File: src/rtl/tpu_pkg.sv
// ----------------------------------------------------------------------------
// tpu_pkg
// Shared types, codes and helpers of the telemetry TLV parser.
// ----------------------------------------------------------------------------
`timescale 1ns / 1ps
`default_nettype none

package tpu_pkg;

  localparam int unsigned TEXT_CAP_DEF = 32;
  localparam int unsigned NUM_TEXTS    = 4;
  localparam int unsigned STAGE_BYTES  = 4;

  // input kinds
  localparam logic [2:0] KIND_BYTE       = 3'd0;
  localparam logic [2:0] KIND_READ       = 3'd1;
  localparam logic [2:0] KIND_CLEAR      = 3'd2;
  localparam logic [2:0] KIND_CONNECT    = 3'd3;
  localparam logic [2:0] KIND_DISCONNECT = 3'd4;

  // record types
  localparam logic [7:0] TYPE_STATE    = 8'h01;
  localparam logic [7:0] TYPE_AGENT    = 8'h02;
  localparam logic [7:0] TYPE_MESSAGE  = 8'h05;
  localparam logic [7:0] TYPE_PROGRESS = 8'h06;
  localparam logic [7:0] TYPE_TIME     = 8'h07;
  localparam logic [7:0] TYPE_LIGHT    = 8'h08;

  localparam logic [7:0] LEVEL_RST      = 8'd100;
  localparam logic [7:0] IDLE_CODE_RST  = 8'd1;
  localparam logic [7:0] DISC_CODE_RST  = 8'd0;

  // configuration register indexes
  localparam logic CFG_IDLE_STATE = 1'b0;
  localparam logic CFG_DISC_STATE = 1'b1;

  typedef enum logic [1:0] {
    PH_TYPE,
    PH_LEN,
    PH_VALUE
  } phase_e;

  typedef enum logic [2:0] {
    OP_BYTE,
    OP_READ,
    OP_CLEAR,
    OP_CONNECT,
    OP_DISCONNECT
  } op_e;

  typedef enum logic [2:0] {
    CM_NONE,
    CM_STATE,
    CM_TEXT,
    CM_PROGRESS,
    CM_TIME,
    CM_LIGHT,
    CM_UNKNOWN
  } commit_e;

  // one queued command from the parser front to the executing back
  typedef struct packed {
    op_e         op;
    logic        pkt_start;
    logic        mal_set;
    commit_e     commit;
    logic        text_wr;
    logic [1:0]  text_sel;
    logic [7:0]  text_addr;
    logic [7:0]  wr_byte;
    logic [31:0] value;     // staged bytes, first byte in the top lane
    logic [7:0]  text_len;
    logic [4:0]  rd_index;
  } cmd_t;

  // characters of the default text "None"
  function automatic logic [7:0] none_char(input logic [1:0] pos);
    logic [7:0] c;
    unique case (pos)
      2'd0:    c = 8'h4E;
      2'd1:    c = 8'h6F;
      2'd2:    c = 8'h6E;
      default: c = 8'h65;
    endcase
    return c;
  endfunction

  function automatic logic [7:0] sat_inc(input logic [7:0] v);
    return (v == 8'hFF) ? 8'hFF : v + 8'd1;
  endfunction

endpackage

`default_nettype wire

File: src/rtl/tlv_telemetry_parser_unit.sv
// ----------------------------------------------------------------------------
// tlv_telemetry_parser_unit
// TLV telemetry parser: byte-stream records update a telemetry store that
// is returned as a snapshot on read requests.
// ----------------------------------------------------------------------------
// Usage:
//   Input channel (in_valid_i / in_stall_o) carries one item per transaction:
//   a packet byte, a read, a clear of the updated flag, or a link connect or
//   disconnect. Only reads produce a result on the output channel
//   (out_valid_o / out_stall_i). The config port (cfg_valid_i / cfg_ready_o)
//   writes the idle and disconnected state codes; it is always ready and
//   should only be written while no transaction is in flight.
//   Throughput is one item per cycle while the queue is not full. The front
//   parser classifies a byte in the cycle it is taken; the back end applies
//   it from a two-entry queue, so a read passes through a queue entry and
//   then the registered result slot. Texts live in a single-port-read RAM
//   with registered read data, read as the read leaves the queue.
//   While the receiver stalls, the result holds and the queue keeps taking
//   items; a queued read waits at the head, and the input stalls once the
//   queue fills. Reset returns the parser to a record boundary, the texts to
//   "None" and the store to its defaults, with no clearing pass.
// ----------------------------------------------------------------------------
`timescale 1ns / 1ps
`default_nettype none

module tlv_telemetry_parser_unit #(
  parameter int unsigned TEXT_CAP = tpu_pkg::TEXT_CAP_DEF
) (
  input  wire logic        clk_i,
  input  wire logic        rst_ni,
  input  wire logic        cfg_valid_i,
  output logic             cfg_ready_o,
  input  wire logic        cfg_index_i,
  input  wire logic [7:0]  cfg_data_i,
  input  wire logic        in_valid_i,
  output logic             in_stall_o,
  input  wire logic [2:0]  kind_i,
  input  wire logic [7:0]  data_byte_i,
  input  wire logic        last_byte_i,
  input  wire logic [1:0]  text_select_i,
  input  wire logic [4:0]  text_index_i,
  output logic             out_valid_o,
  input  wire logic        out_stall_i,
  output logic [7:0]       monitor_state_o,
  output logic [7:0]       progress_done_o,
  output logic [7:0]       progress_max_o,
  output logic [31:0]      sync_seconds_o,
  output logic [7:0]       brightness_o,
  output logic [7:0]       volume_o,
  output logic             updated_flag_o,
  output logic [7:0]       text_char_o,
  output logic [4:0]       text_length_o,
  output logic             malformed_o,
  output logic [7:0]       unknown_count_o,
  output logic [7:0]       applied_count_o
);

  logic          accept;
  logic          push;
  logic          pop;
  logic          q_empty;
  logic          q_full;
  tpu_pkg::cmd_t push_cmd;
  tpu_pkg::cmd_t head_cmd;

  assign cfg_ready_o = 1'b1;
  assign in_stall_o  = q_full;
  assign accept      = in_valid_i && !q_full;

  tpu_front #(
    .TEXT_CAP (TEXT_CAP)
  ) u_front (
    .clk_i         (clk_i),
    .rst_ni        (rst_ni),
    .accept_i      (accept),
    .kind_i        (kind_i),
    .data_byte_i   (data_byte_i),
    .last_byte_i   (last_byte_i),
    .text_select_i (text_select_i),
    .text_index_i  (text_index_i),
    .push_o        (push),
    .cmd_o         (push_cmd)
  );

  tpu_fifo u_fifo (
    .clk_i   (clk_i),
    .rst_ni  (rst_ni),
    .push_i  (push),
    .cmd_i   (push_cmd),
    .pop_i   (pop),
    .head_o  (head_cmd),
    .empty_o (q_empty),
    .full_o  (q_full)
  );

  tpu_back #(
    .TEXT_CAP (TEXT_CAP)
  ) u_back (
    .clk_i            (clk_i),
    .rst_ni           (rst_ni),
    .cfg_we_i         (cfg_valid_i && cfg_ready_o),
    .cfg_index_i      (cfg_index_i),
    .cfg_data_i       (cfg_data_i),
    .empty_i          (q_empty),
    .head_i           (head_cmd),
    .pop_o            (pop),
    .out_stall_i      (out_stall_i),
    .out_valid_o      (out_valid_o),
    .monitor_state_o  (monitor_state_o),
    .progress_done_o  (progress_done_o),
    .progress_max_o   (progress_max_o),
    .sync_seconds_o   (sync_seconds_o),
    .brightness_o     (brightness_o),
    .volume_o         (volume_o),
    .updated_flag_o   (updated_flag_o),
    .text_char_o      (text_char_o),
    .text_length_o    (text_length_o),
    .malformed_o      (malformed_o),
    .unknown_count_o  (unknown_count_o),
    .applied_count_o  (applied_count_o)
  );

endmodule

`default_nettype wire

File: src/rtl/tpu_ram.sv
// ----------------------------------------------------------------------------
// tpu_ram
// Generic single-write, single-read RAM with registered read data.
// ----------------------------------------------------------------------------
`timescale 1ns / 1ps
`default_nettype none

module tpu_ram #(
  parameter int unsigned WIDTH = 8,
  parameter int unsigned DEPTH = 256
) (
  input  wire logic                     clk_i,
  input  wire logic                     we_i,
  input  wire logic [$clog2(DEPTH)-1:0] waddr_i,
  input  wire logic [WIDTH-1:0]         wdata_i,
  input  wire logic                     re_i,
  input  wire logic [$clog2(DEPTH)-1:0] raddr_i,
  output logic      [WIDTH-1:0]         rdata_o
);

  logic [WIDTH-1:0] mem_q [DEPTH];
  logic [WIDTH-1:0] rdata_q;

  always_ff @(posedge clk_i) begin
    if (we_i) begin
      mem_q[waddr_i] <= wdata_i;
    end
    if (re_i) begin
      rdata_q <= mem_q[raddr_i];
    end
  end

  assign rdata_o = rdata_q;

endmodule

`default_nettype wire

File: src/rtl/tpu_front.sv
// ----------------------------------------------------------------------------
// tpu_front
// Byte-level TLV parser: tracks record phase, stages value bytes and turns
// each accepted item of a known kind into one command for the back end.
// ----------------------------------------------------------------------------
`timescale 1ns / 1ps
`default_nettype none

module tpu_front #(
  parameter int unsigned TEXT_CAP = tpu_pkg::TEXT_CAP_DEF
) (
  input  wire logic         clk_i,
  input  wire logic         rst_ni,
  input  wire logic         accept_i,
  input  wire logic [2:0]   kind_i,
  input  wire logic [7:0]   data_byte_i,
  input  wire logic         last_byte_i,
  input  wire logic [1:0]   text_select_i,
  input  wire logic [4:0]   text_index_i,
  output logic              push_o,
  output tpu_pkg::cmd_t     cmd_o
);

  localparam logic [7:0] TxtMax = 8'(TEXT_CAP - 1);

  tpu_pkg::phase_e phase_q, phase_d;
  logic [7:0]      type_q, type_d;
  logic [7:0]      len_q, len_d;
  logic [7:0]      vc_q, vc_d;
  logic            open_q, open_d;
  logic [7:0]      stage_q [tpu_pkg::STAGE_BYTES];
  logic [7:0]      stage_d [tpu_pkg::STAGE_BYTES];

  logic            is_text;
  logic            fin;
  logic [7:0]      fin_len;
  tpu_pkg::cmd_t   cmd;

  assign is_text = (type_q >= tpu_pkg::TYPE_AGENT) && (type_q <= tpu_pkg::TYPE_MESSAGE);

  always_comb begin
    phase_d = phase_q;
    type_d  = type_q;
    len_d   = len_q;
    vc_d    = vc_q;
    open_d  = open_q;
    stage_d = stage_q;
    fin     = 1'b0;
    fin_len = len_q;
    push_o  = 1'b0;

    cmd           = '0;
    cmd.op        = tpu_pkg::OP_BYTE;
    cmd.commit    = tpu_pkg::CM_NONE;
    cmd.wr_byte   = data_byte_i;
    cmd.text_addr = vc_q;
    cmd.rd_index  = text_index_i;

    unique case (kind_i)
      tpu_pkg::KIND_BYTE: begin
        push_o        = accept_i;
        cmd.pkt_start = !open_q;
        cmd.text_sel  = 2'(type_q - tpu_pkg::TYPE_AGENT);
        unique case (phase_q)
          tpu_pkg::PH_LEN: begin
            len_d   = data_byte_i;
            vc_d    = '0;
            fin_len = data_byte_i;
            if (data_byte_i == 8'd0) begin
              fin     = 1'b1;
              phase_d = tpu_pkg::PH_TYPE;
            end else begin
              phase_d = tpu_pkg::PH_VALUE;
            end
          end
          tpu_pkg::PH_VALUE: begin
            if (vc_q < 8'(tpu_pkg::STAGE_BYTES)) begin
              stage_d[vc_q[1:0]] = data_byte_i;
            end
            cmd.text_wr = is_text && (vc_q < TxtMax);
            vc_d = vc_q + 8'd1;
            if (vc_d == len_q) begin
              fin     = 1'b1;
              phase_d = tpu_pkg::PH_TYPE;
            end
          end
          default: begin
            type_d  = data_byte_i;
            phase_d = tpu_pkg::PH_LEN;
          end
        endcase

        if (fin) begin
          priority if (type_q == tpu_pkg::TYPE_STATE) begin
            cmd.commit = (fin_len >= 8'd1) ? tpu_pkg::CM_STATE : tpu_pkg::CM_NONE;
          end else if (is_text) begin
            cmd.commit = tpu_pkg::CM_TEXT;
          end else if (type_q == tpu_pkg::TYPE_PROGRESS) begin
            cmd.commit = (fin_len >= 8'd2) ? tpu_pkg::CM_PROGRESS : tpu_pkg::CM_NONE;
          end else if (type_q == tpu_pkg::TYPE_TIME) begin
            cmd.commit = (fin_len >= 8'd4) ? tpu_pkg::CM_TIME : tpu_pkg::CM_NONE;
          end else if (type_q == tpu_pkg::TYPE_LIGHT) begin
            cmd.commit = (fin_len >= 8'd2) ? tpu_pkg::CM_LIGHT : tpu_pkg::CM_NONE;
          end else begin
            cmd.commit = tpu_pkg::CM_UNKNOWN;
          end
        end
        cmd.text_len = (fin_len < TxtMax) ? fin_len : TxtMax;
        cmd.value    = {stage_d[0], stage_d[1], stage_d[2], stage_d[3]};

        if (last_byte_i) begin
          cmd.mal_set = (phase_d == tpu_pkg::PH_VALUE);
          phase_d     = tpu_pkg::PH_TYPE;
          vc_d        = '0;
          open_d      = 1'b0;
        end else begin
          open_d = 1'b1;
        end
      end
      tpu_pkg::KIND_READ: begin
        push_o       = accept_i;
        cmd.op       = tpu_pkg::OP_READ;
        cmd.text_sel = text_select_i;
      end
      tpu_pkg::KIND_CLEAR: begin
        push_o = accept_i;
        cmd.op = tpu_pkg::OP_CLEAR;
      end
      tpu_pkg::KIND_CONNECT: begin
        push_o = accept_i;
        cmd.op = tpu_pkg::OP_CONNECT;
      end
      tpu_pkg::KIND_DISCONNECT: begin
        push_o = accept_i;
        cmd.op = tpu_pkg::OP_DISCONNECT;
      end
      default: begin
        // unused kinds are consumed without a command
      end
    endcase
  end

  assign cmd_o = cmd;

  always_ff @(posedge clk_i or negedge rst_ni) begin
    if (!rst_ni) begin
      phase_q <= tpu_pkg::PH_TYPE;
      type_q  <= '0;
      len_q   <= '0;
      vc_q    <= '0;
      open_q  <= 1'b0;
    end else if (accept_i) begin
      phase_q <= phase_d;
      type_q  <= type_d;
      len_q   <= len_d;
      vc_q    <= vc_d;
      open_q  <= open_d;
    end
  end

  always_ff @(posedge clk_i) begin
    if (accept_i) begin
      stage_q <= stage_d;
    end
  end

endmodule

`default_nettype wire

File: src/rtl/tpu_fifo.sv
// ----------------------------------------------------------------------------
// tpu_fifo
// Two-entry command queue between parser front and executing back.
// ----------------------------------------------------------------------------
`timescale 1ns / 1ps
`default_nettype none

module tpu_fifo (
  input  wire logic          clk_i,
  input  wire logic          rst_ni,
  input  wire logic          push_i,
  input  wire tpu_pkg::cmd_t cmd_i,
  input  wire logic          pop_i,
  output tpu_pkg::cmd_t      head_o,
  output logic               empty_o,
  output logic               full_o
);

  tpu_pkg::cmd_t ent_q [2];
  logic          wr_ptr_q;
  logic          rd_ptr_q;
  logic [1:0]    count_q;
  logic          do_push;
  logic          do_pop;

  assign empty_o = (count_q == 2'd0);
  assign full_o  = (count_q == 2'd2);
  assign head_o  = ent_q[rd_ptr_q];
  assign do_push = push_i && !full_o;
  assign do_pop  = pop_i && !empty_o;

  always_ff @(posedge clk_i or negedge rst_ni) begin
    if (!rst_ni) begin
      wr_ptr_q <= 1'b0;
      rd_ptr_q <= 1'b0;
      count_q  <= '0;
    end else begin
      if (do_push) begin
        wr_ptr_q <= ~wr_ptr_q;
      end
      if (do_pop) begin
        rd_ptr_q <= ~rd_ptr_q;
      end
      unique case ({do_push, do_pop})
        2'b10:   count_q <= count_q + 2'd1;
        2'b01:   count_q <= count_q - 2'd1;
        default: count_q <= count_q;
      endcase
    end
  end

  always_ff @(posedge clk_i) begin
    if (do_push) begin
      ent_q[wr_ptr_q] <= cmd_i;
    end
  end

endmodule

`default_nettype wire

File: src/rtl/tpu_back.sv
// ----------------------------------------------------------------------------
// tpu_back
// Executes queued commands against the telemetry store and drives the
// registered result slot. Texts are double banked so a record only shows
// once it commits.
// ----------------------------------------------------------------------------
`timescale 1ns / 1ps
`default_nettype none

module tpu_back #(
  parameter int unsigned TEXT_CAP = tpu_pkg::TEXT_CAP_DEF
) (
  input  wire logic          clk_i,
  input  wire logic          rst_ni,
  input  wire logic          cfg_we_i,
  input  wire logic          cfg_index_i,
  input  wire logic [7:0]    cfg_data_i,
  input  wire logic          empty_i,
  input  wire tpu_pkg::cmd_t head_i,
  output logic               pop_o,
  input  wire logic          out_stall_i,
  output logic               out_valid_o,
  output logic [7:0]         monitor_state_o,
  output logic [7:0]         progress_done_o,
  output logic [7:0]         progress_max_o,
  output logic [31:0]        sync_seconds_o,
  output logic [7:0]         brightness_o,
  output logic [7:0]         volume_o,
  output logic               updated_flag_o,
  output logic [7:0]         text_char_o,
  output logic [4:0]         text_length_o,
  output logic               malformed_o,
  output logic [7:0]         unknown_count_o,
  output logic [7:0]         applied_count_o
);

  localparam int unsigned AddrW  = $clog2(TEXT_CAP);
  localparam int unsigned IdxW   = (AddrW > 5) ? AddrW : 5;
  localparam int unsigned RamDep = tpu_pkg::NUM_TEXTS * 2 * (1 << AddrW);
  localparam int unsigned DefLen = (TEXT_CAP - 1 < 4) ? TEXT_CAP - 1 : 4;
  localparam int unsigned RamAw  = $clog2(RamDep);

  // config and telemetry
  logic [7:0]  idle_code_q, disc_code_q;
  logic [7:0]  mon_q, mon_d;
  logic [7:0]  pdone_q, pdone_d;
  logic [7:0]  ptotal_q, ptotal_d;
  logic [31:0] sync_q, sync_d;
  logic [7:0]  bright_q, bright_d;
  logic [7:0]  vol_q, vol_d;
  logic        upd_q, upd_d;
  logic        mal_q, mal_d;
  logic [7:0]  unk_q, unk_d;
  logic [7:0]  app_q, app_d;

  // per-text bookkeeping
  logic             bank_q [tpu_pkg::NUM_TEXTS];
  logic             bank_d [tpu_pkg::NUM_TEXTS];
  logic             dflt_q [tpu_pkg::NUM_TEXTS];
  logic             dflt_d [tpu_pkg::NUM_TEXTS];
  logic [AddrW-1:0] tlen_q [tpu_pkg::NUM_TEXTS];
  logic [AddrW-1:0] tlen_d [tpu_pkg::NUM_TEXTS];

  // result slot
  logic        out_valid_q, out_valid_d;
  logic [7:0]  o_mon_q, o_pdone_q, o_ptotal_q, o_bright_q, o_vol_q;
  logic [31:0] o_sync_q;
  logic        o_upd_q, o_mal_q;
  logic [7:0]  o_unk_q, o_app_q;
  logic [4:0]  o_len_q;
  logic        char_ram_q;
  logic [7:0]  char_const_q;

  logic              is_read;
  logic              take_read;
  logic [IdxW-1:0]   idx_w;
  logic [IdxW-1:0]   tl_w;
  logic              hit;
  logic              sel_dflt;
  logic [7:0]        const_char;
  logic              ram_we;
  logic [RamAw-1:0]  ram_waddr;
  logic              ram_re;
  logic [RamAw-1:0]  ram_raddr;
  logic [7:0]        ram_rdata;

  assign is_read   = (head_i.op == tpu_pkg::OP_READ);
  assign pop_o     = !empty_i && (!is_read || !out_valid_q || !out_stall_i);
  assign take_read = pop_o && is_read;

  assign idx_w      = IdxW'(head_i.rd_index);
  assign tl_w       = IdxW'(tlen_q[head_i.text_sel]);
  assign hit        = idx_w < tl_w;
  assign sel_dflt   = dflt_q[head_i.text_sel];
  assign const_char = (hit && sel_dflt) ? tpu_pkg::none_char(head_i.rd_index[1:0]) : 8'd0;

  assign ram_re    = take_read && hit && !sel_dflt;
  assign ram_raddr = RamAw'({head_i.text_sel, bank_q[head_i.text_sel], idx_w[AddrW-1:0]});

  // bytes of a text record go to the bank that is not shown
  assign ram_we    = pop_o && (head_i.op == tpu_pkg::OP_BYTE) && head_i.text_wr;
  assign ram_waddr = RamAw'({head_i.text_sel, ~bank_q[head_i.text_sel],
                             head_i.text_addr[AddrW-1:0]});

  tpu_ram #(
    .WIDTH (8),
    .DEPTH (RamDep)
  ) u_text_ram (
    .clk_i   (clk_i),
    .we_i    (ram_we),
    .waddr_i (ram_waddr),
    .wdata_i (head_i.wr_byte),
    .re_i    (ram_re),
    .raddr_i (ram_raddr),
    .rdata_o (ram_rdata)
  );

  always_comb begin
    mon_d    = mon_q;
    pdone_d  = pdone_q;
    ptotal_d = ptotal_q;
    sync_d   = sync_q;
    bright_d = bright_q;
    vol_d    = vol_q;
    upd_d    = upd_q;
    mal_d    = mal_q;
    unk_d    = unk_q;
    app_d    = app_q;
    bank_d   = bank_q;
    dflt_d   = dflt_q;
    tlen_d   = tlen_q;

    if (pop_o) begin
      unique case (head_i.op)
        tpu_pkg::OP_BYTE: begin
          if (head_i.pkt_start) begin
            mal_d = 1'b0;
            unk_d = '0;
            app_d = '0;
          end
          unique case (head_i.commit)
            tpu_pkg::CM_STATE: begin
              mon_d = head_i.value[31:24];
            end
            tpu_pkg::CM_TEXT: begin
              bank_d[head_i.text_sel] = ~bank_q[head_i.text_sel];
              dflt_d[head_i.text_sel] = 1'b0;
              tlen_d[head_i.text_sel] = head_i.text_len[AddrW-1:0];
            end
            tpu_pkg::CM_PROGRESS: begin
              pdone_d  = head_i.value[31:24];
              ptotal_d = head_i.value[23:16];
            end
            tpu_pkg::CM_TIME: begin
              sync_d = head_i.value;
            end
            tpu_pkg::CM_LIGHT: begin
              bright_d = head_i.value[31:24];
              vol_d    = head_i.value[23:16];
            end
            tpu_pkg::CM_UNKNOWN: begin
              unk_d = tpu_pkg::sat_inc(unk_d);
            end
            default: begin
            end
          endcase
          if (head_i.commit != tpu_pkg::CM_NONE && head_i.commit != tpu_pkg::CM_UNKNOWN) begin
            upd_d = 1'b1;
            app_d = tpu_pkg::sat_inc(app_d);
          end
          if (head_i.mal_set) begin
            mal_d = 1'b1;
          end
        end
        tpu_pkg::OP_CLEAR: begin
          upd_d = 1'b0;
        end
        tpu_pkg::OP_CONNECT: begin
          mon_d = idle_code_q;
          upd_d = 1'b1;
        end
        tpu_pkg::OP_DISCONNECT: begin
          mon_d = disc_code_q;
          upd_d = 1'b1;
        end
        default: begin
          // reads leave the store as it is
        end
      endcase
    end

    if (take_read) begin
      out_valid_d = 1'b1;
    end else if (!out_stall_i) begin
      out_valid_d = 1'b0;
    end else begin
      out_valid_d = out_valid_q;
    end
  end

  always_ff @(posedge clk_i or negedge rst_ni) begin
    if (!rst_ni) begin
      idle_code_q <= tpu_pkg::IDLE_CODE_RST;
      disc_code_q <= tpu_pkg::DISC_CODE_RST;
      mon_q       <= tpu_pkg::DISC_CODE_RST;
      pdone_q     <= '0;
      ptotal_q    <= '0;
      sync_q      <= '0;
      bright_q    <= tpu_pkg::LEVEL_RST;
      vol_q       <= tpu_pkg::LEVEL_RST;
      upd_q       <= 1'b0;
      mal_q       <= 1'b0;
      unk_q       <= '0;
      app_q       <= '0;
      out_valid_q <= 1'b0;
      for (int i = 0; i < tpu_pkg::NUM_TEXTS; i++) begin
        bank_q[i] <= 1'b0;
        dflt_q[i] <= 1'b1;
        tlen_q[i] <= AddrW'(DefLen);
      end
    end else begin
      if (cfg_we_i) begin
        unique case (cfg_index_i)
          tpu_pkg::CFG_IDLE_STATE: idle_code_q <= cfg_data_i;
          default:                 disc_code_q <= cfg_data_i;
        endcase
      end
      mon_q       <= mon_d;
      pdone_q     <= pdone_d;
      ptotal_q    <= ptotal_d;
      sync_q      <= sync_d;
      bright_q    <= bright_d;
      vol_q       <= vol_d;
      upd_q       <= upd_d;
      mal_q       <= mal_d;
      unk_q       <= unk_d;
      app_q       <= app_d;
      bank_q      <= bank_d;
      dflt_q      <= dflt_d;
      tlen_q      <= tlen_d;
      out_valid_q <= out_valid_d;
    end
  end

  // snapshot taken when the read leaves the queue
  always_ff @(posedge clk_i) begin
    if (take_read) begin
      o_mon_q      <= mon_q;
      o_pdone_q    <= pdone_q;
      o_ptotal_q   <= ptotal_q;
      o_sync_q     <= sync_q;
      o_bright_q   <= bright_q;
      o_vol_q      <= vol_q;
      o_upd_q      <= upd_q;
      o_mal_q      <= mal_q;
      o_unk_q      <= unk_q;
      o_app_q      <= app_q;
      o_len_q      <= tl_w[4:0];
      char_ram_q   <= hit && !sel_dflt;
      char_const_q <= const_char;
    end
  end

  assign out_valid_o      = out_valid_q;
  assign monitor_state_o  = o_mon_q;
  assign progress_done_o  = o_pdone_q;
  assign progress_max_o   = o_ptotal_q;
  assign sync_seconds_o   = o_sync_q;
  assign brightness_o     = o_bright_q;
  assign volume_o         = o_vol_q;
  assign updated_flag_o   = o_upd_q;
  assign malformed_o      = o_mal_q;
  assign unknown_count_o  = o_unk_q;
  assign applied_count_o  = o_app_q;
  assign text_length_o    = o_len_q;
  // RAM read data holds until the next read, which waits for the slot to free
  assign text_char_o      = char_ram_q ? ram_rdata : char_const_q;

endmodule

`default_nettype wire

File: config.mk
export PLATFORM = sky130hd
export DESIGN_NAME = tlv_telemetry_parser_unit
export DESIGN_NICKNAME = d
export VERILOG_FILES = /design/src/rtl/tpu_pkg.sv /design/src/rtl/tlv_telemetry_parser_unit.sv /design/src/rtl/tpu_ram.sv /design/src/rtl/tpu_front.sv /design/src/rtl/tpu_fifo.sv /design/src/rtl/tpu_back.sv
export SDC_FILE = /design/constraint.sdc
export NUM_CORES = 2
export LEC_CHECK = 0
export ABC_AREA = 1
export BUFFER_PORTS_ARGS = -buffer_cell sky130_fd_sc_hd__buf_2
export CAP_MARGIN = 20
export CELL_PAD_IN_SITES_DETAIL_PLACEMENT = 1
export CELL_PAD_IN_SITES_GLOBAL_PLACEMENT = 2
export CORE_MARGIN = 10
export CORE_UTILIZATION = 42
export CTS_CLUSTER_DIAMETER = 60
export DETAILED_ROUTE_END_ITERATION = 10
export PLACE_DENSITY_LB_ADDON = 0.1
export SLEW_MARGIN = 10
export SYNTH_ARGS = -nofsm -noshare
export SYNTH_HDL_FRONTEND = slang
export SYNTH_SLANG_ARGS = --single-unit
File: constraint.sdc
create_clock -name clk_i -period 7.7 [get_ports clk_i]
set_input_delay 1.925 -clock clk_i [delete_from_list [all_inputs] [get_ports clk_i]]
set_output_delay 1.925 -clock clk_i [all_outputs]
set_load 0.01 [all_outputs]
==> impl_metrics.json <==
{
  "layout_min_cycle_time_ns": 5.59,
  "overflow": 0,
  "layout_common_cells": "nand2_1 (2680), edfxtp_1 (2320), inv_1 (1958)",
  "cts_tree": "built",
  "final_common_cell": "nand2_1",
  "drt-total-wl_mm": 339,
  "drt-met1-wl_mm": 151,
  "crit_start": "u_fifo.rd_ptr_q",
  "rsz0062_at_grt": "no",
  "drive_gt1_share_pct": 7.03,
  "synth_area_per_cell_um2": 10.3,
  "p_leak_nw": 50.6,
  "routabilityCongestion": 0.817,
  "h-tree-depth": 5,
  "cts_hold_buf": 0,
  "finalCritPeriodShare_pct": 72.6,
  "top_layer_used": "met5",
  "met3_length_mm": 17.8,
  "synth_top_area_share_pct": 64.6,
  "slew_viol_final": 0,
  "antenna_found_initial": 16,
  "synth.distinct_cells": 52,
  "cts_setup_buffers": 0,
  "max_slew_margin_pct": 21.8,
  "ant_nets": 0,
  "cts.root.buffer_cell": "clkbuf_16",
  "grt_start_max_net_pins": 162,
  "die_area_um2": 277000,
  "start_util_pct": 42.3,
  "fin_tns_setup_ns": 0,
  "worst_pin_slew_ns": 1.17,
  "crit_path_start_kind": "flop",
  "r2r_cells": 12,
  "power_mw": 47.3,
  "drt-vias-per-instance": 5.22,
  "reg2reg_slack_ns": 2.11,
  "end_kind": "flop",
  "worstPathRequired_ns": 8.29,
  "async_reset_ff_share_pct": 6.68,
  "setup_violations": 0,
  "clk_latency_ns": 0.96,
  "nNetsFinal": 10600,
  "r2r_end": "u_back.u_text_ram.mem_q[150][7]",
  "wl_per_cell_um": 24.0,
  "synth_top_area_cell": "edfxtp_1",
  "synth-edff-count": 2320,
  "grt_pass1_vias": 77000,
  "cts_resized": 0,
  "ys.flop_type": "edfxtp_1",
  "core_um2": 255000,
  "synth_nets": 10600,
  "ys_ff_latch": 2486,
  "hold_viol_final": 0,
  "holdWs_ns": 0.440,
  "via_count": 73700,
  "place_hpwl_mm": 200,
  "criticalPathCategory": "flop to flop",
  "irDropWorstVdd_mv": 0.702,
  "dpl_cell_area_um2": 112000,
  "die_w_um": 527,
  "area_growth_pct": 12.7,
  "grt_pass1_wl_mm": 503,
  "clk_pin_slew_ns": 0.06,
  "route.detailed.drc": 0,
  "fillers": 27600,
  "ys_warn_count": 0,
  "ios": 139,
  "worstHoldPathType": "flop to flop",
  "syn_area_um2": 108000,
  "yosysSeqAreaShare_pct": 68.5,
  "fin_area_um2": 122000,
  "row_count": 185,
  "io_buffers": 137,
  "arrival_ns": 6.18,
  "r2r-start": "u_fifo.rd_ptr_q",
  "synth_cells": 10500,
  "cts_sinks": 2486,
  "fmax_mhz": 179,
  "drt_iter0_drc": 6081,
  "cap_violations": 0,
  "dr.pass1.iters": 6,
  "track_usage_pct": 23.9,
  "cts_buffers": 298,
  "cts.path.max_buffers": 4,
  "min_path_cells": 2,
  "worstPathMaxFanout": 41,
  "crit_end": "u_back.u_text_ram.mem_q[150][7]",
  "finClkSkew_ns": 0.0513,
  "power_density_nw_per_um2": 389,
  "status": "completed",
  "route.met2.wl_mm": 161,
  "netlist_top_cells_area": "edfxtp_1 (65%), nand2_1 (9.4%), nand3_1 (8.9%)",
  "die-height_um": 527
}
cell usage after synthesis (5+ instances only):
library cell,n
nand3b_1,105
o21ai_0,129
a221oi_1,8
ha_1,13
and3_1,9
buf_1,112
a31oi_1,48
a22oi_1,8
buf_2,105
or2_2,8
o22ai_1,12
o211ai_1,11
xor2_1,15
o21ai_1,6
nor2_1,424
nand2_2,12
inv_1,1960
nand3_1,1908
xnor2_1,10
inv_2,5
dfrtp_1,151
dfstp_2,15
a21oi_1,26
edfxtp_1,2320
o21a_1,5
nand2_1,2702
clkbuf_1,328
nor3_1,9
nand4_1,8
metrics by stage:
step           cells  setup WS [ns]  util, %
2_1_floorplan  10500           1.69        -
3_3_place_gp   13600           1.89     44.1
3_5_place_dp   13600           1.81     44.1
4_1_cts        14100           2.15     47.7
5_1_grt        14100           1.79     47.7
6_report       14100           2.11     47.7
cells by family (layout without fill, tap and decap cells):
logic type | count (synthesis) | in the layout | share of synthesized area, %
buf+inv | 2518 | 2758 | 8.90
fa+ha+maj | 13 | 13 | 0.151
xor+xnor | 25 | 25 | 0.203
mux | 1 | 1 | 0.00928
compound gates | 265 | 265 | 1.43
flops | 2486 | 2486 | 68.5
other cells | 1 | 10 | 0.00348
simple gates | 5200 | 5200 | 20.8
metal layers:
layer	vias up	GRT usage (%)
li1	34300	-
met1	37200	32.9
met2	1788	39.8
met3	439	3.40
met4	2	6.17
met5	-	0
state kept, by name (all words and copies together), names as in the netlist, 20 cells and up:
register,cells
u_back.sync_q,32
u_back.sync_seconds_o,32
u_back.tlen_q,20
u_back.u_text_ram.mem_q,2048
u_fifo.ent_q,132
u_front.stage_q,32
power breakdown:
part	total, mW	switching (mW)	internal (mW)	leakage [nW]
clock	13.5	5.45	8.01	4.48
combinational	16.2	12.5	3.71	23.1
sequential	17.6	0.409	17.2	23.0
critical path: stages, from the launching register on:
cell and delay (ns):
dfrtp_4 0.71, inv_4 0.46, nand2_1 0.10, nand2_1 0.41, nor3_1 0.19, a21boi_4 0.31, nand2_2 0.33, inv_2 0.39
nand2_2 0.28, nor2_1 0.51, nand2_2 0.42, buf_4 0.41, nor2_1 0.63
layout make-up:
| cell class | count | area [um2] | area share (%) |
|---|---|---|---|
| Sequential cell | 2486 | 73800 | 60.7 |
| Multi-Input combinational cell | 5505 | 24700 | 20.3 |
| Clock buffer | 379 | 7960 | 6.55 |
| Inverter | 1968 | 7410 | 6.09 |
| Tap cell | 3366 | 4210 | 3.46 |
| Timing Repair Buffer | 277 | 2250 | 1.85 |
| Clock inverter | 134 | 1220 | 1.00 |
| Antenna cell | 9 | 22.5 | 0.0185 |
worst min path at each step:
stage | startpoint | to
6_report | u_back.dflt_q[0] | u_back.dflt_q[0]
3_5_place_dp | u_back.dflt_q[0] | u_back.dflt_q[0]
3_3_place_gp | u_back.dflt_q[0] | u_back.dflt_q[0]
2_1_floorplan | u_back.mal_q | u_back.malformed_o
4_1_cts | u_back.dflt_q[0] | u_back.dflt_q[0]
5_1_grt | u_back.dflt_q[0] | u_back.dflt_q[0]
Power figures use the tool's default switching activity.
